### src/sv/tuol_pkg.sv
// Shared types and constants for the TAI minus UTC offset lookup block.
// Used by tuol_ctrl, tuol_dp and tai_utc_offset_lookup_top; depends on nothing.
`default_nettype none

package tuol_pkg;

  // Table geometry.
  localparam int TABLE_DEPTH = 64;
  localparam int AW = $clog2(TABLE_DEPTH);
  localparam int CW = $clog2(TABLE_DEPTH + 1);

  // Field widths.
  localparam int DAY_W  = 17;
  localparam int FRAC_W = 32;
  localparam int OFF_W  = 40;
  localparam int RATE_W = 32;
  localparam int T_W    = DAY_W + 1 + FRAC_W;
  localparam int PROD_W = 64;
  localparam int HIP_W  = T_W - FRAC_W + RATE_W;
  localparam int FULL_W = T_W + RATE_W;
  localparam int Q_W    = FULL_W - 40;
  localparam int SUM_W  = Q_W + 2;

  // Request function codes.
  typedef enum logic [1:0] {
    FN_CLEAR  = 2'd0,
    FN_APPEND = 2'd1,
    FN_QUERY  = 2'd2
  } func_t;

  // Result status codes.
  typedef enum logic [1:0] {
    ST_OK    = 2'd0,
    ST_EMPTY = 2'd1,
    ST_FULL  = 2'd2
  } status_t;

  // Table read address select.
  typedef enum logic [1:0] {
    RD_PREV = 2'd0,
    RD_CUR  = 2'd1,
    RD_ENT  = 2'd2
  } rd_sel_t;

  // One table entry as stored in the memory.
  typedef struct packed {
    logic [DAY_W-1:0]  start_day;
    logic [OFF_W-1:0]  offset;
    logic [DAY_W-1:0]  ref_day;
    logic [RATE_W-1:0] rate;
  } entry_t;

  // Commands from the controller to the datapath.
  typedef struct packed {
    logic    load_req;
    status_t status;
    logic    do_clear;
    logic    do_append;
    logic    start_query;
    rd_sel_t rd_sel;
    logic    idx_dec;
    logic    idx_inc;
    logic    fix_cursor;
    logic    load_entry;
    logic    mul_lo;
    logic    mul_hi;
    logic    acc;
    logic    out_load;
  } cmd_t;

  // Status from the datapath to the controller.
  typedef struct packed {
    logic full;
    logic empty;
    logic idx_gt1;
    logic idx_lt_count;
    logic day_lt_start;
    logic out_free;
  } sts_t;

endpackage

`default_nettype wire

### src/sv/tuol_ctrl.sv
// Controller state machine for the TAI minus UTC offset lookup block.
// Depends on tuol_pkg; drives commands into tuol_dp and reads its status.
`default_nettype none

module tuol_ctrl (
  input  wire logic          clk,
  input  wire logic          rst_n,
  input  wire logic          in_valid,
  input  wire logic [1:0]    in_func,
  output logic               in_stall,
  input  wire tuol_pkg::sts_t sts,
  output tuol_pkg::cmd_t     cmd
);

  typedef enum logic [3:0] {
    S_IDLE,
    S_B_CHK,
    S_B_CMP,
    S_F_CHK,
    S_F_CMP,
    S_E_RD,
    S_E_LD,
    S_MUL_LO,
    S_MUL_HI,
    S_ACC,
    S_FIN
  } state_t;

  state_t state_r;
  state_t state_nxt;
  logic   accept;

  // A request is taken only while the sequencer is idle.
  assign in_stall = (state_r != S_IDLE);
  assign accept   = in_valid && (state_r == S_IDLE);

  // Next state and command decode.
  always_comb begin
    state_nxt = state_r;
    cmd       = '0;
    cmd.status = tuol_pkg::ST_OK;
    cmd.rd_sel = tuol_pkg::RD_PREV;
    case (state_r)
      S_IDLE: begin
        if (accept) begin
          cmd.load_req = 1'b1;
          state_nxt    = S_FIN;
          case (in_func)
            tuol_pkg::FN_CLEAR: begin
              cmd.do_clear = 1'b1;
            end
            tuol_pkg::FN_APPEND: begin
              if (sts.full) begin
                cmd.status = tuol_pkg::ST_FULL;
              end else begin
                cmd.do_append = 1'b1;
              end
            end
            tuol_pkg::FN_QUERY: begin
              if (sts.empty) begin
                cmd.status = tuol_pkg::ST_EMPTY;
              end else begin
                cmd.start_query = 1'b1;
                state_nxt       = S_B_CHK;
              end
            end
            default: begin
              cmd.status = tuol_pkg::ST_OK;
            end
          endcase
        end
      end
      // Backward walk: read the start day just below the cursor.
      S_B_CHK: begin
        cmd.rd_sel = tuol_pkg::RD_PREV;
        state_nxt  = sts.idx_gt1 ? S_B_CMP : S_F_CHK;
      end
      S_B_CMP: begin
        if (sts.day_lt_start) begin
          cmd.idx_dec = 1'b1;
          state_nxt   = S_B_CHK;
        end else begin
          state_nxt = S_F_CHK;
        end
      end
      // Forward walk: read the start day at the cursor.
      S_F_CHK: begin
        cmd.rd_sel = tuol_pkg::RD_CUR;
        state_nxt  = sts.idx_lt_count ? S_F_CMP : S_E_RD;
      end
      S_F_CMP: begin
        if (!sts.day_lt_start) begin
          cmd.idx_inc = 1'b1;
          state_nxt   = S_F_CHK;
        end else begin
          state_nxt = S_E_RD;
        end
      end
      // Fetch the selected entry and settle the cursor.
      S_E_RD: begin
        cmd.rd_sel     = tuol_pkg::RD_ENT;
        cmd.fix_cursor = 1'b1;
        state_nxt      = S_E_LD;
      end
      S_E_LD: begin
        cmd.load_entry = 1'b1;
        state_nxt      = S_MUL_LO;
      end
      S_MUL_LO: begin
        cmd.mul_lo = 1'b1;
        state_nxt  = S_MUL_HI;
      end
      S_MUL_HI: begin
        cmd.mul_hi = 1'b1;
        state_nxt  = S_ACC;
      end
      S_ACC: begin
        cmd.acc   = 1'b1;
        state_nxt = S_FIN;
      end
      // Hand the result to the output register once it has room.
      S_FIN: begin
        if (sts.out_free) begin
          cmd.out_load = 1'b1;
          state_nxt    = S_IDLE;
        end
      end
      default: begin
        state_nxt = S_IDLE;
      end
    endcase
  end

  // State register.
  always_ff @(posedge clk) begin
    if (!rst_n) begin
      state_r <= S_IDLE;
    end else begin
      state_r <= state_nxt;
    end
  end

endmodule

`default_nettype wire

### config.mk
export PLATFORM = sky130hd
export DESIGN_NAME = tuol_ctrl
export DESIGN_NICKNAME = d
export VERILOG_FILES = /design/src/sv/tuol_pkg.sv /design/src/sv/tuol_ctrl.sv
export SDC_FILE = /design/constraint.sdc
export NUM_CORES = 1
export LEC_CHECK = 0
export BUFFER_PORTS_ARGS = -buffer_cell sky130_fd_sc_hd__buf_2
export CAP_MARGIN = 20
export CORE_UTILIZATION = 37
export DETAILED_ROUTE_END_ITERATION = 10
export PLACE_DENSITY = 0.72
export SLEW_MARGIN = 20
export SYNTH_ARGS = -nofsm -noshare
export SYNTH_HDL_FRONTEND = slang
export SYNTH_SLANG_ARGS = --single-unit
export TNS_END_PERCENT = 50
### constraint.sdc
create_clock -name clk -period 1.3 [get_ports clk]
set_clock_uncertainty 0.1 [all_clocks]
set_input_delay 0.13 -clock clk [delete_from_list [all_inputs] [get_ports clk]]
set_output_delay 0.13 -clock clk [all_outputs]
set_load 0.03 [all_outputs]
==> metrics.md, run 1 <==
| Metric | Value |
|---|---|
| Status | complete, but fails checks |
| Failing checks | negative setup slack |
| Crit path launch type | register |
| Core footprint | 1156 um2 |
| Antenna diodes | 0 |
| Hold Crit Start | rst_n |
| Initial Utilization | 0.4156 |
| Layout cells sized above 1 | 0.6514 |
| Initial drt markers | 12 |
| Gp weighted congestion | slightly below 0.8 |
| Rel. slew slack | 0.8206 |
| Final setup vio count | 20 |
| Area Growth Syn to Fin | 103.4% |
| Min-Delay Path Class | input pin to register |
| Fill cells | 59 |
| Post-synthesis adder-cell area fraction | 0.07813 |
| Final Non-Filler Cells | about 120 |
| Unrepaired setup endpoints after global routing | yes |
| Syn. warnings | 0 |
| Hold Path End | state_r[1]$_SDFFE_PN0P_ |
| Drt pass-1 iters | 4 |
| CP Max Fanout | 3 |
| IO buf count | 27 |
| Final WS setup | -0.3283 ns |
| Final Cell Area | 977.2 um2 |
| Max cap viols | 0 |
| Vias per inst | 5.163 |
| Post-synthesis mux area share | 0 |
| Pwr dens | approximately 2000 nW/um2 |
| Seq/Total Area, Yosys | 0.1667 |
| Antenna violations before repair | 0 |
| P_leak | approximately 0.46 nW |
| Synth Area in Compound Gates | 0.1979 |
| Max reg flops | 4 |
| Synth Instances | 67 |
| Post-synth cell types | 30 |
| Critical path class | register to output pin |
| Net Count, Synth | 81 |
| Max-slew violations | 0 |
| Hold buffers post-CTS | 0 |
| Synth top area share | 0.1667 |
| Std cell rows | 12 |
| Synthesis-stage register bit count | 4 |
| Peak Freq | about 610 MHz |
| Most frequent cells in the layout | 17 x buf_4, 13 x buf_6, 11 x buf_2 |
| Die width | ~38 um |
| Synthesized area | around 480 um2 |
| H-tree depth | 1 |
| Grt total ovfl | 0 |
| Longest Clk Path Bufs | 2 |
| CTS tree | built |
| Most common cell after layout, fill and taps aside | buf_4 |
| Crit end category | output pin |
| First-pass GRT wire length | around 2.5 mm |
| Post-synthesis xor/xnor area fraction | 0.01823 |
| CTS sink count | 4 |
| Routed via count | 635 |
| Largest net degree at the start of global routing | 13 |
| Die area | between 1000 and 1500 um2 |
| # IOs | 28 |
| Nets@finish | ~130 |
| Gr usage total | 0.2446 |
| R2R Path End | state_r[3]$_SDFFE_PN0P_ |
| FF-to-FF path depth | 5 |
| Final period utilization | 1.253 |
| Biggest regs | state_r: 4 flops |
| Place WS | -0.1380 ns |
| Peak VDD IR | 0.001731 V |
| Biggest register | state_r |
| Synth Area in Simple Gates | 0.4401 |
| Cts bufs inserted | 3 |
| Reg2Reg Setup Slack | -0.07 ns |
| DRC errors left | 0 |
| Worst-path clk slew | approximately 0.04 ns |
| Root Buffer | clkbuf_4 |
| Synth area leader | dfxtp_1 |
| R2R Path Start | state_r[1]$_SDFFE_PN0P_ |
| Worst-Margin Slew | ~0.27 ns |
| DP HPWL | 1.027 mm |
| DIE HEIGHT | roughly 38 um |
| Placed Area | 740.7 um2 |
| Final Hold Vio Count | 0 |
| Largest family of logic cells by synthesized area | simple AND/OR/NAND/NOR gates |
| Avg Inst Size Synth | 7.171 um2 |
| Clock latency on the worst-skew pair | 0.24 ns |
| Hold Path Depth | 3 |
| Antenna-violating nets left | 0 |
| Placed Cells | 114 |
| Wire length per cell | roughly 14 um |
| Crit path DAT | approximately 1.4 ns |
| Vias in the first global route | between 500 and 600 |
| Total routed wirelength | 1.675 mm |
| Top area cells in the synthesized netlist | dfxtp_1 17%, nor2_1 9.4%, ha_1 7.8%, nand2_1 5.5%, nor2b_1 5.2% |
| CP Data Required Time | approximately 1.1 ns |
| Post-Route Setup TNS | -3.325 ns |
| Fin crit period | 1.628 ns |
[stage by stage]
stage | power [mW] | hold WS (ns) | util
6_report | 1.987 | 0.08405 | 0.8452
5_1_grt | 2.101 | 0.08871 | 0.8452
4_1_cts | 1.875 | 0.08066 | 0.8063
3_5_place_dp | 1.385 | 0.3366 | 0.6407
3_3_place_gp | 1.363 | 0.3300 | 0.6407
2_1_floorplan | 1.024 | 0.1797 | -
[synth_stat cells]
cell type / n
a2111oi_2: 1
a21oi_1: 1
a221oi_1: 1
a22oi_1: 2
a31oi_1: 1
and2_2: 1
and3_1: 3
and4_1: 1
buf_2: 2
buf_4: 1
buf_6: 1
clkbuf_1: 1
dfxtp_1: 4
ha_1: 3
inv_1: 4
nand2_1: 7
nand2b_1: 2
nand2b_4: 1
nand4_1: 1
nor2_1: 12
nor2b_1: 4
nor3_1: 1
nor3b_1: 2
nor4_1: 1
nor4_4: 1
o211ai_2: 1
o21a_1: 1
o21ai_0: 4
o21ai_1: 1
xnor2_1: 1
[timing repair]
item                                    CTS  global route
endpoints found under the setup margin   20            21
pin swaps                                 7             2
setup buffers                             6             0
gates resized for setup                  43            11
[critical path, cell delays in order (launching register included)]
cell and delay (ns):
dfxtp_4 0.34, nor4_4 0.30, and2_4 0.21, and3_4 0.17, buf_6 0.12
[how the worst max path moves through the flow]
| stage | startpoint | to |
|---|---|---|
| after floorplan | state_r[0]$_SDFFE_PN0P_ | cmd[11] |
| after global placement | state_r[2]$_SDFFE_PN0P_ | cmd[0] |
| after detailed placement | state_r[0]$_SDFFE_PN0P_ | cmd[11] |
| after CTS | state_r[1]$_SDFFE_PN0P_ | cmd[13] |
| after global routing | state_r[1]$_SDFFE_PN0P_ | cmd[13] |
| final | state_r[1]$_SDFFE_PN0P_ | cmd[13] |
[report_power, final]
part,leakage [nW],switching (mW),internal [mW]
combinational,0.412,0.818,0.762
sequential,0.0353,0.0616,0.189
clock,0.0138,0.0533,0.103
[cell families after synthesis]
kind of cell / count (synthesis)
fa+ha+maj: 3
simple gates: 37
compound gates: 13
xor+xnor: 1
flops: 4
buf+inv: 9
[layout make-up]
type	instances	area, um2	area share
multi-input combinational	54	455.4	0.4661
timing repair buffer	44	374.1	0.3828
sequential	4	92.59	0.09475
clock buffer	3	22.52	0.02305
tap	14	17.52	0.01793
inverter	4	15.01	0.01536
[per-layer routing]
layer  track usage  wire [um]
met1        0.2867        686
met2        0.4322        874
met3       0.07558         84
met4       0.04464         29
met5             0          0
No activity file was read; power rests on OpenSTA's default activity.
==> run 2: changes to the inputs <==
Settings changed: ABC_AREA set to 1.
==> metrics.md, run 2 <==
| Metric | Value |
|---|---|
| Crit end category | output pin |
| Failing checks | negative setup slack |
| Synth Area in Compound Gates | 0.09924 (-0.09868) |
| Nets@finish | 148 (+18%) |
| Longest Clk Path Bufs | 2 (unchanged) |
| Synth top area share | 0.1628 (-0.003817) |
| Most common cell after layout, fill and taps aside | inv_1 |
| Gr usage total | 0.2826 (+0.03806) |
| Area Growth Syn to Fin | 104.3% |
| Die area | 1479 um2 (+2.2%) |
| Post-synth cell types | 19 (-37%) |
| Unrepaired setup endpoints after global routing | yes |
| Critical-path top delay cell | dfxtp_2 |
| Clock latency on the worst-skew pair | 0.22 ns (-0.02 ns) |
| Die width | 38.46 um (+1.1%) |
| Crit path launch type | register |
| Top area cells in the synthesized netlist | dfxtp_1 16%, inv_1 15%, nand2_1 11%, nor2_1 8.4%, ha_1 7.6% |
| Initial drt markers | 17 (+5) |
| Commonest cells post-synth | 20 x inv_1, 15 x nand2_1, 11 x nor2_1, 7 x nor3_1, 6 x nor2_2 |
| EDFF count, synth | 0 (unchanged) |
| Placed Cells | 138 (+21%) |
| Final period utilization | 1.161 (-0.09152) |
| Fin crit period | 1.509 ns (-0.1190 ns) |
| Post-synth ARST share | 0 (unchanged) |
| Syn. warnings | 0 (unchanged) |
| Post-Route Setup TNS | -2.359 ns (+0.9663 ns) |
| Initial Utilization | 0.4199 (+0.004288) |
| Post-synthesis adder-cell area fraction | 0.07634 (-0.001789) |
| Synth Area in Simple Gates | 0.4555 (+0.01537) |
| Min-Delay Path Class | input pin to register |
| Pint | 989.9 uW (-6.1%) |
| CP Data Required Time | 1.07 ns (about the same) |
| Biggest register | state_r |
| Sw power | 1.130 mW (+21%) |
| Fin util | 0.8579 (+0.01267) |
| Cts bufs inserted | 3 (unchanged) |
| Net Count, Synth | 102 (+26%) |
| Status | complete, but fails checks |
| Reg2Reg Setup Slack | -0.04 ns (+0.03 ns) |
| Vias in the first global route | 696 (+24%) |
| Largest family of logic cells by synthesized area | simple AND/OR/NAND/NOR gates |
| CTS sink count | 4 (unchanged) |
| Root Buffer | clkbuf_4 |
| Synth Instances | 88 (+31%) |
| Worst-path clk slew | 0.03 ns (about the same) |
| Synth area leader | dfxtp_1 |
| Main synth FF type | dfxtp_1 |
| Wire length per cell | 13.84 um (+1.6%) |
| Largest net degree at the start of global routing | 7 (-6) |
| Avg Inst Size Synth | 5.588 um2 (-22%) |
| Post-synthesis xor/xnor area fraction | 0 (-0.01823) |
| DIE HEIGHT | 38.46 um (+1.1%) |
| CP Max Fanout | 3 (unchanged) |
| Synthesized area | 491.7 um2 (+2.3%) |
| Logic pwr share | 0.810 (+0.015) |
| Max-slew violations | 0 (unchanged) |
| Most frequent cells in the layout | 19 x inv_1, 16 x buf_4, 16 x buf_6 |
| Peak Freq | 662.6 MHz (+7.9%) |
| Worst path cell trace | buf_6 > nor2_4 > inv_2 > nor4_2 > buf_4 |
| Final Hold Vio Count | 0 (unchanged) |
| Crit path DAT | 1.28 ns (-0.12 ns) |
| Layout cells sized above 1 | 0.6136 (-0.03774) |
| Antenna violations before repair | 0 (unchanged) |
| CP max stage delay | 0.33 ns (about the same) |
| Pwr dens | 2110 nW/um2 (+3.8%) |
| Gp weighted congestion | 0.7916 (+1.6%) |
| Most frequent cell after synthesis | inv_1 |
| Place WS | -0.08209 ns (+0.05593 ns) |
| First-pass GRT wire length | 2.898 mm (+16%) |
| Hold buffers post-CTS | 0 (unchanged) |
| Final Non-Filler Cells | 146 (+19%) |
| Final Cell Area | 1005 um2 (+2.8%) |
| H-tree depth | 1 (unchanged) |
| Flop pwr share | 0.122 (-0.004) |
| # IOs | 28 (unchanged) |
| Synthesis-stage register bit count | 4 (unchanged) |
| Seq/Total Area, Yosys | 0.1628 (-0.003817) |
| DRC errors left | 0 (unchanged) |
| Final WS setup | -0.2093 ns (+0.1190 ns) |
| P_leak | 0.5724 nW (+24%) |
| CTS tree | built |
| Critical path class | register to output pin |
| Antenna diodes | 0 (unchanged) |
| Rel. slew slack | 0.8420 (+0.02146) |
| IO buf count | 27 (unchanged) |
| Vias per inst | 5.055 (-2.1%) |
| Total routed wirelength | 2.021 mm (+21%) |
| Drt pass-1 iters | 4 (unchanged) |
| Worst-Margin Slew | 0.2350 ns (-0.03359 ns) |
| Grt total ovfl | 0 (unchanged) |
| Max reg flops | 4 (unchanged) |
| Core footprint | 1171 um2 (+1.3%) |
| DP HPWL | 1.244 mm (+21%) |
| Switching Fraction | 0.5330 (+0.06348) |
| Antenna-violating nets left | 0 (unchanged) |
| Std cell rows | 12 (unchanged) |
| Biggest regs | state_r: 4 flops |
| Routed via count | 738 (+16%) |
| Final setup vio count | 20 (unchanged) |
| Post-synthesis mux area share | 0 (unchanged) |
| Placed Area | 784.5 um2 (+5.9%) |
| Peak VDD IR | 0.001562 V (-9.8%) |
| Clock power share | 0.068 (-0.011) |
| Max cap viols | 0 (unchanged) |
-- run 2: cell types whose count changed in the layout (fill, tap and decap cells not counted), sizes merged, moves of 4 or more --
cell	previous run	this run
inv	4	25
nand2	7	16
nor2	12	18
nor3	1	7
nand3	0	5
nor2b	4	0
-- run 2: cell type report --
cell class,instances,area [um2]
Clock buffer,3,22.52
Fill cell,67,166.4
Inverter,25,98.84
Multi-Input combinational cell,58,430.4
Sequential cell,4,85.08
Tap cell,14,17.52
Timing Repair Buffer,42,350.3
-- run 2: logic make-up after synthesis --
kind of cell,Yosys count
and+or+nand+nor,47
buffers and inverters,26
adders and majority gates,3
DFF,4
AOI/OAI and AO/OA,8
-- run 2: stage by stage --
step                hold slack [ns]  power, mW
floorplan                    0.1565      1.098
global placement             0.2915      1.497
detailed placement           0.2960      1.513
CTS                         0.05238      2.003
global route                0.08967      2.231
finish                      0.06132      2.120
-- run 2: worst paths after layout --
kind                           startpoint                       to  cells past startpoint
hold reg to reg   state_r[0]$_SDFFE_PN0P_  state_r[2]$_SDFFE_PN0P_                      2
hold / removal                      rst_n  state_r[3]$_SDFFE_PN0P_                      3
setup reg to reg  state_r[2]$_SDFFE_PN0P_  state_r[1]$_SDFFE_PN0P_                      9
setup / recovery  state_r[0]$_SDFFE_PN0P_                   cmd[0]                      5
-- run 2: what timing repair did --
action	CTS	global route
buffers inserted	3	2
resized for setup	45	6
hold endpoints to repair	0	0
setup endpoints to repair	20	21
pin swaps	8	5
-- run 2: worst max-delay path, delay by kind of cell, from the launching register on --
kind,cells,cell delay (ns)
and+or+nand+nor,2,0.30
DFF,1,0.33
buffers and inverters,3,0.42
-- run 2: routing by layer --
layer / wire length (um) / up-vias / share of wire / track usage
met2: 1035 / 33 / 0.51 / 0.4915
li1: - / 354 / - / -
met4: 95 / 0 / 0.047 / 0.1724
met1: 813 / 341 / 0.40 / 0.3380
met3: 77 / 10 / 0.038 / 0.01163
met5: 0 / - / 0 / 0
-- run 2: power groups by stage --
stage | Sequential (mW) | Combinational [mW] | Clock [mW]
after CTS | 0.254 | 1.60 | 0.150
after global routing | 0.264 | 1.81 | 0.156
final | 0.259 | 1.72 | 0.143
after floorplan | 0.241 | 0.856 | 0
after detailed placement | 0.222 | 1.29 | 0
after global placement | 0.220 | 1.28 | 0
==> run 3: changes to the inputs <==
Settings changed: CORE_AREA set to 2 2 39 41, CORE_UTILIZATION 37 to unset, DIE_AREA set to 0 0 41 43, PLACE_DENSITY 0.72 to 0.69, RECOVER_POWER set to 50.
Clock period 1.3 ns to 1.7 ns, I/O delays scaled along.
==> metrics.md, run 3 (same netlist as run 2, synthesis figures left out) <==
| Metric | Value |
|---|---|
| Pint | 452.2 uW (-54%) |
| Final Cell Area | 688.2 um2 (-32%) |
| Fin crit period | about 1.6 ns |
| Max-slew violations | 0 (unchanged) |
| Antenna diodes | 0 (unchanged) |
| Final setup vio count | 0 (-100%) |
| DIE HEIGHT | 43 um (+12%) |
| P_leak | 0.4437 nW (-22%) |
| Final Power | 1.085 mW (-49%) |
| Wire length per cell | 8.947 um (-35%) |
| Sw power | 632.8 uW (-44%) |
| Die area | 1763 um2 (+19%) |
| Place WS | 0.2257 ns (+0.3078 ns) |
| Switching Fraction | 0.5832 (+0.05024) |
| Drt pass-1 iters | 4 (unchanged) |
| Final Hold Vio Count | 0 (unchanged) |
| Total routed wirelength | 1.190 mm (-41%) |
| Largest net degree at the start of global routing | 7 (unchanged) |
| Post-Route Setup TNS | 0 ns (+2.359 ns) |
| Vias in the first global route | 555 (-20%) |
| Area Growth Syn to Fin | 39.95% |
| Fill cells | 154 (+130%) |
| Die width | 41 um (+6.6%) |
| Biggest regs | state_r: 4 flops |
| Final WS setup | 0.1113 ns (+0.3206 ns) |
| Routed via count | 595 (-19%) |
| Reg2Reg Setup Slack | 0.34 ns (+0.38 ns) |
| Status | complete, no violations |
| Crit path launch type | register |
| Hold buffers post-CTS | 0 (unchanged) |
| DP HPWL | 1.051 mm (-15%) |
| Crit. Startpoint | state_r[3]$_SDFFE_PN0P_ |
| Flop pwr share | 0.187 (+0.065) |
| Peak Freq | 629.5 MHz |
| DRC errors left | 0 (unchanged) |
| Layout cells sized above 1 | 0.4017 (-0.2119) |
| Cts bufs inserted | 3 (unchanged) |
| Reg area | 80.08 um2 (-5.9%) |
| Final period utilization | 0.9345 |
| Antenna-violating nets left | 0 (unchanged) |
| # IOs | 28 (unchanged) |
| Most common cell after layout, fill and taps aside | buf_2 |
| Worst-Margin Slew | 0.3047 ns (+0.06974 ns) |
| Gp weighted congestion | 0.8054 (+1.7%) |
| Crit end category | output pin |
| Area occupied by multi-input gates | 331.6 um2 (-23%) |
| Grt total ovfl | 0 (unchanged) |
| Pwr dens | 1577 nW/um2 (-25%) |
| Max reg flops | 4 (unchanged) |
| H-tree depth | 1 (unchanged) |
| Longest Clk Path Bufs | 2 (unchanged) |
| CTS tree | built |
| CP Data Required Time | 1.43 ns (+0.36 ns) |
| Initial drt markers | 8 (-9) |
| Hold_ws | 0.08588 ns (+0.02456 ns) |
| Logic pwr share | 0.708 (-0.102) |
| Fin util | 0.4973 (-0.3606) |
| Gr usage total | 0.1719 (-0.1107) |
| CTS sink count | 4 (unchanged) |
| R2R Path Start | state_r[3]$_SDFFE_PN0P_ |
| R2R Path End | state_r[1]$_SDFFE_PN0P_ |
| Worst-path clk slew | 0.03 ns (about the same) |
| First-pass GRT wire length | 2.097 mm (-28%) |
| Clock latency on the worst-skew pair | 0.23 ns (about the same) |
| Biggest register | state_r |
| Core footprint | 1384 um2 (+18%) |
| Peak VDD IR | 0.001018 V (-35%) |
| Rel. slew slack | 0.7966 (-0.04546) |
| Vias per inst | 4.474 (-11%) |
| Unrepaired setup endpoints after global routing | yes |
| Nets@finish | 133 (-10%) |
| Final Non-Filler Cells | 133 (-8.9%) |
| CP endpoint | cmd[11] |
| Clock power share | 0.104 (+0.036) |
| Critical path class | register to output pin |
| CP Max Fanout | 6 (+3) |
| Most frequent cells in the layout | 25 x buf_2, 20 x inv_1, 15 x nand2_1 |
| Std cell rows | 14 (+2) |
| FF-to-FF path depth | 7 (-2) |
| IO buf count | 27 (unchanged) |
| Antenna violations before repair | 0 (unchanged) |
| Max cap viols | 0 (unchanged) |
| Placed Area | 645.6 um2 (-18%) |
| Crit path DAT | 1.32 ns (+0.04 ns) |
| Initial Utilization | 0.3553 (-0.06454) |
| Placed Cells | 130 (-5.8%) |
| Min-Delay Path Class | input pin to register |
| Root Buffer | clkbuf_4 |
run 3: cell count changes in the layout (fill, tap and decap cells not counted), moves of 4 or more:
cell,before,now
dfxtp_2,4,0
nor3_4,4,0
buf_6,16,0
dfxtp_1,0,4
nor3_1,0,7
buf_2,10,25
buf_4,16,2
run 3: power groups by stage:
stage / combinational [mW] / sequential (mW) / clock, mW
4_1_cts: 0.762 / 0.189 / 0.118
5_1_grt: 0.878 / 0.209 / 0.122
3_3_place_gp: 0.747 / 0.189 / 0
6_report: 0.768 / 0.203 / 0.113
3_5_place_dp: 0.752 / 0.191 / 0
2_1_floorplan: 0.585 / 0.184 / 0
run 3: worst min path at each step:
| stage | slack (ns) | cells past startpoint | to | startpoint |
|---|---|---|---|---|
| 2_1_floorplan | 0.20 | 2 | state_r[3]$_SDFFE_PN0P_ | rst_n |
| 5_1_grt | 0.12 | 3 | state_r[3]$_SDFFE_PN0P_ | rst_n |
| 4_1_cts | 0.08 | 3 | state_r[3]$_SDFFE_PN0P_ | rst_n |
| 3_3_place_gp | 0.33 | 3 | state_r[3]$_SDFFE_PN0P_ | rst_n |
| 3_5_place_dp | 0.32 | 3 | state_r[3]$_SDFFE_PN0P_ | rst_n |
| 6_report | 0.09 | 3 | state_r[3]$_SDFFE_PN0P_ | rst_n |
run 3: layer usage:
layer / track usage / up-vias / routed length, um
met1: 0.1968 / 247 / 487
met4: 0.08000 / 0 / 0
met3: 0.03141 / 0 / 64
met5: 0 / - / 0
met2: 0.2875 / 21 / 638
li1: - / 327 / -
run 3: critical path, stage by stage, from the launching register on:
cell and delay (ns):
dfxtp_1 0.37, nor2_4 0.19, nand3_2 0.15, nor3_1 0.15, buf_2 0.22
run 3: final cells by class:
cell class                      instances  share of cell area
Clock buffer                            3             0.03273
Inverter                               25              0.1364
Tap cell                               16             0.02909
Sequential cell                         4              0.1164
Timing Repair Buffer                   27              0.2036
Multi-Input combinational cell         58              0.4818
run 3: repair_timing:
| item | 4_1_cts | 5_1_grt |
|---|---|---|
| endpoints found under the setup margin | 3 | 6 |
| buffers inserted | 0 | 0 |
| gates resized for setup | 1 | 4 |
| gates cloned | 0 | 0 |
